==> config.mk <==
export PLATFORM = sky130hd
export DESIGN_NAME = ostq_front
export DESIGN_NICKNAME = d
export VERILOG_FILES = /design/src/rtl/core/ostq_pkg.sv /design/src/rtl/core/ostq_front.sv
export SDC_FILE = /design/constraint.sdc
export NUM_CORES = 1
export LEC_CHECK = 0
export BUFFER_PORTS_ARGS = -buffer_cell sky130_fd_sc_hd__buf_2
export CORE_UTILIZATION = 55
export CTS_BUF_LIST = sky130_fd_sc_hd__clkbuf_4
export CTS_CLUSTER_SIZE = 14
export DETAILED_ROUTE_END_ITERATION = 10
export PLACE_DENSITY = 0.95
export SYNTH_ARGS = -nofsm -noshare
export SYNTH_HDL_FRONTEND = slang
export SYNTH_SLANG_ARGS = --single-unit
==> constraint.sdc <==
create_clock -name clk -period 8.6 [get_ports clk]
set_input_delay 0 -clock clk [delete_from_list [all_inputs] [get_ports clk]]
set_output_delay 0 -clock clk [all_outputs]
set_load 0.005 [all_outputs]
==> src/rtl/core/ostq_pkg.sv <==
// ----------------------------------------------------------------------------
// ostq_pkg
// Shared constants and types of the one-shot timer queue.
// ----------------------------------------------------------------------------
package ostq_pkg;

	localparam int TABLE_DEPTH   = 16;
	localparam int CHANNEL_COUNT = 64;
	localparam int IDX_W         = $clog2(TABLE_DEPTH);
	localparam int CH_W          = 6;
	localparam int Q_DEPTH       = 2;
	localparam int QP_W          = (Q_DEPTH > 1) ? $clog2(Q_DEPTH) : 1;
	localparam int QC_W          = $clog2(Q_DEPTH + 1);

	localparam logic [19:0] NS_PER_MS = 20'd1000000;

	localparam logic [1:0] OP_OPEN   = 2'd0;
	localparam logic [1:0] OP_ARM    = 2'd1;
	localparam logic [1:0] OP_CANCEL = 2'd2;
	localparam logic [1:0] OP_TICK   = 2'd3;

	localparam logic [1:0] K_EXPIRY  = 2'd0;
	localparam logic [1:0] K_SUMMARY = 2'd1;
	localparam logic [1:0] K_REJECT  = 2'd2;

	typedef struct packed {
		logic [1:0]      opcode;
		logic [CH_W-1:0] channel;
		logic [31:0]     delay_ms;
		logic [63:0]     now_ns;
	} item_t;

	typedef struct packed {
		logic  valid;
		item_t item;
	} q_head_t;

endpackage

==> src/rtl/core/ostq_front.sv <==
// ----------------------------------------------------------------------------
// ostq_front
// Command intake: accepts beats and holds them in a short queue for the back.
// ----------------------------------------------------------------------------
module ostq_front (
	input  logic                     clk,
	input  logic                     arst_n,
	input  logic                     start,
	input  ostq_pkg::item_t          item,
	output logic                     busy,
	output ostq_pkg::q_head_t        head,
	input  logic                     pop
);
	import ostq_pkg::*;

	item_t            mem_q [Q_DEPTH];
	logic [QP_W-1:0]  wr_q;
	logic [QP_W-1:0]  rd_q;
	logic [QC_W-1:0]  cnt_q;
	logic             push;
	logic             do_pop;

	assign busy   = (cnt_q == QC_W'(Q_DEPTH));
	assign push   = start && !busy;
	assign do_pop = pop && (cnt_q != '0);

	assign head.valid = (cnt_q != '0);
	assign head.item  = mem_q[rd_q];

	always_ff @(posedge clk) begin
		if (push) begin
			mem_q[wr_q] <= item;
		end
	end

	always_ff @(posedge clk or negedge arst_n) begin
		if (!arst_n) begin
			wr_q  <= '0;
			rd_q  <= '0;
			cnt_q <= '0;
		end else begin
			if (push) begin
				wr_q <= (wr_q == QP_W'(Q_DEPTH - 1)) ? '0 : wr_q + 1'b1;
			end
			if (do_pop) begin
				rd_q <= (rd_q == QP_W'(Q_DEPTH - 1)) ? '0 : rd_q + 1'b1;
			end
			cnt_q <= cnt_q + QC_W'(push) - QC_W'(do_pop);
		end
	end

	a_cnt_bound: assert property (@(posedge clk) disable iff (!arst_n)
		cnt_q <= QC_W'(Q_DEPTH)) else $error("queue overfilled");
	a_full_busy: assert property (@(posedge clk) disable iff (!arst_n)
		busy |-> !push) else $error("push while full");
	a_cnt_step: assert property (@(posedge clk) disable iff (!arst_n)
		(push && !do_pop) |=> cnt_q == $past(cnt_q) + 1'b1) else $error("count slip");

endmodule

==> results.sh, run 1 <==
export IMPL_cts_tree="yes"
export IMPL_syn_num_nets=452
export IMPL_core_mm2=0.0140
export IMPL_synth_top_area_frac=0.785
export IMPL_cts_hold_buf=108
export IMPL_synth_simple_area_share=0.00409
export IMPL_synthTopCellsByArea="edfxtp_1, mux2_4, mux2_2, buf_12, dfrtp_1"
export IMPL_root_buffer="clkbuf_4"
export IMPL_numCtsBuffers=50
export IMPL_finClkSkew_ps=40.6
export IMPL_cts_sinks=212
export IMPL_ir_drop_mv=0.336
export IMPL_synth_area_mm2=0.00796
export IMPL_worstHoldPathCells=2
export IMPL_final_cell_mix="buf_2, edfxtp_1, dlygate4sd3_1"
export IMPL_rows=43
export IMPL_final_period_utilization=0.351
export IMPL_fill_cells=738
export IMPL_port_buffers=213
export IMPL_synth_largest_area_cell="edfxtp_1"
export IMPL_cts_path_max_buffers=3
export IMPL_grt_max_degree=54
export IMPL_drv_cap=0
export IMPL_fp_dieH_um=122
export IMPL_hp_class="in2reg"
export IMPL_io_pins=214
export IMPL_wl_per_cell_um=18.8
export IMPL_crit_type="reg2out"
export IMPL_die_w_um=122
export IMPL_wl_mm=17.5
export IMPL_critPathMaxStageDelay_ps=980
export IMPL_finalMaxSlewViolations=0
export IMPL_ff2ff_path_depth=5
export IMPL_yosysWarnings=0
export IMPL_ant_nets=0
export IMPL_cts_resized=0
export IMPL_syn_instance_count=342
export IMPL_power_leakage_nw=4.35
export IMPL_dieArea_mm2=0.0150
export IMPL_post_cts_buffers=0
export IMPL_routabilityCongestion=0.700
export IMPL_ys_seq_elements=212
export IMPL_synthMuxAreaShare=0.171
export IMPL_final_util=0.778
export IMPL_drt_iter0_markers=212
export IMPL_cts_htree_levels=2
export IMPL_layout_commonest_cell="buf_2"
export IMPL_firstDrtPassIters=4
export IMPL_worst_slew_pin_transition_ps=872
export IMPL_drt_drc_violations_left=0
export IMPL_synth_compound_area_frac=0
export IMPL_drive_gt1_frac=0.539
export IMPL_area_growth_pct=36.8
export IMPL_finalHoldViolCount=0
export IMPL_synth_adder_area_share=0.00315
export IMPL_clk_pin_slew_ps=70
export IMPL_rsz0062_at_grt="false"
export IMPL_outcome="completed"
export IMPL_synth_xor_area_frac=0.00440
export IMPL_grt_pass1_vias=5033
export IMPL_synth_cell_types=18
export IMPL_fin_nets=817
export IMPL_synth_top_family_by_area="multiplexers"
export IMPL_yosysSeqAreaShare=0.798
export IMPL_p_per_area_mw_per_mm2=303
export IMPL_cp_end_kind="output pin"
export IMPL_worstSetupStartpointType="register"
export IMPL_cp_required_ps=8600
export IMPL_cp_max_fo=53
export IMPL_grt_antenna_before_repair=1
export IMPL_critPathArrivalTime_ps=3020
export IMPL_grt_use_total=0.230
export IMPL_fin_tns_setup_ps=0
export IMPL_post_dp_hpwl_mm=9.30
export IMPL_vias_per_cell=4.98
export IMPL_final_setup_viol_count=0
export IMPL_cp_slowest_cell="dfrtp_4"
export IMPL_maxSlewHeadroom=0.419
export IMPL_min_period_ps=3020
export IMPL_grt_pass1_wl_mm=24.9
export IMPL_cp_cell_sequence="buf_4 > mux2_2 > buf_2"
export IMPL_fmax_ghz=0.331
export IMPL_clock_latency_ps=620
export IMPL_overflow=0
export IMPL_avgSynthCellArea_um2=23.3
export IMPL_initial_core_util=0.569
export IMPL_vias=4618
## worst paths after layout
path,slack (ps),end,startpoint
worst min register to register,550,cnt_q[0],cnt_q[0]
max in group asynchronous,8110,rd_q,arst_n
worst min-delay path,90,mem_q[0][73],item[73]
worst max register to register,5990,mem_q[0][34],cnt_q[1]
min in group asynchronous,260,cnt_q[0],arst_n
worst max-delay path,5580,head[94],rd_q
## per-layer routing
layer	GRT usage	wire length, um	vias up
li1	-	-	2121
met1	0.245	6340	2253
met2	0.420	9590	217
met3	0.0716	1210	27
met4	0.0960	316	0
met5	0	0	-
## synth_stat cells
master	n
xnor2_1	3
and2_1	1
buf_8	1
dfrtp_1	4
buf_2	5
nand2_1	1
buf_6	1
buf_12	5
nor2_1	1
mux2_4	50
ha_1	2
xor2_1	1
nand2b_1	1
and3_1	1
or2_2	1
inv_1	2
edfxtp_1	208
mux2_2	54
## flip-flops by register name, summed over array words and instances, names as in the netlist
| name | cells |
|---|---|
| mem_q | 208 |
| cnt_q | 2 |
| rd_q | 1 |
| wr_q | 1 |
## stage by stage
step / worst slack [ps] / instances / hold WS (ps) / power, mW / area, um^2
2_1_floorplan: 3120 / 342 / -296 / 2.16 / 7960
3_5_place_dp: 6110 / 727 / -185 / 2.45 / 9140
3_3_place_gp: 6260 / 727 / -194 / 2.39 / 9140
5_1_grt: 5400 / 928 / 37.8 / 3.46 / 10900
4_1_cts: 5550 / 927 / 35.3 / 3.29 / 10900
6_report: 5580 / 928 / 89.8 / 3.30 / 10900
## logic make-up after synthesis
logic type / Yosys count
buf+inv: 14
fa+ha+maj: 2
flops: 212
xor+xnor: 4
mux: 104
simple gates: 6
## power by group
part	internal [mW]	switching, mW	leakage, nW
Sequential	1.42	0.124	1.98
Combinational	0.519	0.425	1.99
Clock	0.434	0.384	0.390
Total	2.37	0.932	4.35
## worst max-delay path: cells and delay by family (launching register included)
family / cells / cell delay (ps)
muxes: 1 / 430
DFF: 1 / 980
buffers and inverters: 2 / 880
## final cells by class
cell class | instances | area, um^2 | share of cell area
well taps | 180 | 225 | 0.0207
clock inverters | 16 | 87.6 | 0.00805
clock buffers | 76 | 571 | 0.0524
inverters | 2 | 7.51 | 0.000690
multi-input cells | 116 | 1460 | 0.134
flip-flops and latches | 212 | 6350 | 0.583
diodes | 1 | 2.50 | 0.000230
repair buffers | 325 | 2180 | 0.200
(Power assumes the default switching activity.)
==> run 2: changes to the inputs <==
Settings changed: CORE_UTILIZATION 55 to 54, PLACE_DENSITY 0.95 to 0.94.
Clock period 8.6 ns to 2.8 ns, I/O delays scaled along.
==> run 2 against run 1 <==
Total power rose to 3.1 times the previous value. Clock skew down 23 ps. Utilization down 0.56 points. Clock power rose to 3.0 times the previous value. Cell count up 0.22%. Sequential cell count unchanged. Setup slack worse by 5100 ps. First-iteration DRC count down 7.5%. Via count up 0.76%. Sequential power rose to 3.0 times the previous value. Highest routed layer unchanged.
==> results.sh, run 2 (synthesis gave the netlist of run 1 again) <==
export IMPL_outcome="completed"
export IMPL_routabilityCongestion=0.708
export IMPL_hp_class="in2reg"
export IMPL_maxSlewHeadroom=0.651
export IMPL_worstSetupStartpointType="register"
export IMPL_port_buffers=213
export IMPL_initial_core_util=0.562
export IMPL_fin_tns_setup_ps=0
export IMPL_finalHoldViolCount=0
export IMPL_wl_per_cell_um=18.3
export IMPL_finClkSkew_ps=17.1
export IMPL_worstSetupEndpoint="head[93]"
export IMPL_rows=43
export IMPL_vias_per_cell=5.00
export IMPL_drv_cap=0
export IMPL_power_total_mw=10.1
export IMPL_worst_slew_pin_transition_ps=523
export IMPL_root_buffer="clkbuf_4"
export IMPL_final_period_utilization=0.830
export IMPL_numCtsBuffers=50
export IMPL_gr_usage_met2=0.403
export IMPL_grt_max_degree=56
export IMPL_cts_path_max_buffers=3
export IMPL_min_period_ps=2320
export IMPL_top_regs="mem_q x208, cnt_q x2"
export IMPL_layout_commonest_cell="buf_2"
export IMPL_largest_register="mem_q"
export IMPL_io_pins=214
export IMPL_core_mm2=0.0141
export IMPL_drt_drc_violations_left=0
export IMPL_die_w_um=123
export IMPL_largest_reg_flops=208
export IMPL_final_cell_mix="buf_2, edfxtp_1, dlygate4sd3_1"
export IMPL_post_cts_buffers=0
export IMPL_clock_latency_ps=600
export IMPL_rsz0062_at_grt="false"
export IMPL_r2r_slack_ps=960
export IMPL_drive_gt1_frac=0.543
export IMPL_cp_required_ps=2800
export IMPL_drt_iter0_markers=196
export IMPL_fill_cells=760
export IMPL_grt_use_total=0.222
export IMPL_dp_cells=730
export IMPL_top_usage_layer="met2"
export IMPL_power_leakage_nw=4.38
export IMPL_area_growth_pct=37.4
export IMPL_hold_start="item[97]"
export IMPL_worstReg2RegStart="cnt_q[1]"
export IMPL_firstDrtPassIters=4
export IMPL_grt_pass1_vias=5008
export IMPL_clk_pin_slew_ps=80
export IMPL_cts_tree="yes"
export IMPL_cp_max_fo=28
export IMPL_pre_cts_slack_ps=984
export IMPL_rr_endpoint="cnt_q[1]"
export IMPL_setup_ws_ps=477
export IMPL_cp_end_kind="output pin"
export IMPL_diodes=0
export IMPL_cts_resized=0
export IMPL_cts_sinks=212
export IMPL_dieArea_mm2=0.0152
export IMPL_fin_nets=820
export IMPL_fmax_ghz=0.431
export IMPL_crit_type="reg2out"
export IMPL_fp_dieH_um=123
export IMPL_ir_drop_mv=0.630
export IMPL_startpoint="rd_q"
export IMPL_finalMaxSlewViolations=0
export IMPL_wl_mm=17.0
export IMPL_gr_usage_met1=0.246
export IMPL_ff2ff_path_depth=7
export IMPL_grt_pass1_wl_mm=24.8
export IMPL_grt_met3_usage=0.0526
export IMPL_whs_ps=102
export IMPL_post_dp_hpwl_mm=9.63
export IMPL_layoutNonFillerInstCount=930
export IMPL_critPathArrivalTime_ps=2320
export IMPL_cts_htree_levels=2
export IMPL_final_setup_viol_count=0
export IMPL_ant_nets=0
export IMPL_vias=4653
export IMPL_p_per_area_mw_per_mm2=925
export IMPL_overflow=0
export IMPL_grt_antenna_before_repair=0
==> run 2: per-layer routing <==
metal | wire, um | vias to the layer above
li1 | - | 2127
met1 | 6320 | 2276
met2 | 9230 | 217
met3 | 1120 | 33
met4 | 317 | 0
met5 | 0 | -
==> run 2: what timing repair did <==
action / 4_1_cts / 5_1_grt
setup endpoints to repair: 0 / 0
hold buffers: 108 / 0
hold endpoints to repair: 255 / 0
==> run 2: where the power goes <==
group          internal (mW)  switching, mW
combinational           1.66           1.41
clock                   1.24           1.19
sequential              4.34          0.268
==> run 2: worst min path at each step <==
stage / to / slack (ps) / cells after the start
2_1_floorplan: cnt_q[0] / -300 / 0
3_3_place_gp: cnt_q[0] / -190 / 1
3_5_place_dp: rd_q / -190 / 1
4_1_cts: mem_q[1][8] / 60 / 2
5_1_grt: mem_q[1][62] / 70 / 2
6_report: mem_q[1][97] / 100 / 2
==> run 2: critical path, cell delays in order (launching register included) <==
cell and delay (ps):
dfrtp_4 670, buf_4 490, mux2_2 410, buf_2 130
==> run 2: layout make-up <==
type	count	area [um^2]	share of cell area
clock buffer	76	571	0.0522
clock inverter	16	63.8	0.00584
inverter	2	7.51	0.000687
multi-input combinational	116	1460	0.134
sequential	212	6350	0.581
tap	180	225	0.0206
timing repair buffer	328	2250	0.206
==> run 2: stage by stage <==
step           instance area, um^2  utilization
2_1_floorplan                 7970            -
3_3_place_gp                  9220        0.651
3_5_place_dp                  9220        0.651
4_1_cts                      10900        0.772
5_1_grt                      10900        0.772
6_report                     10900        0.772
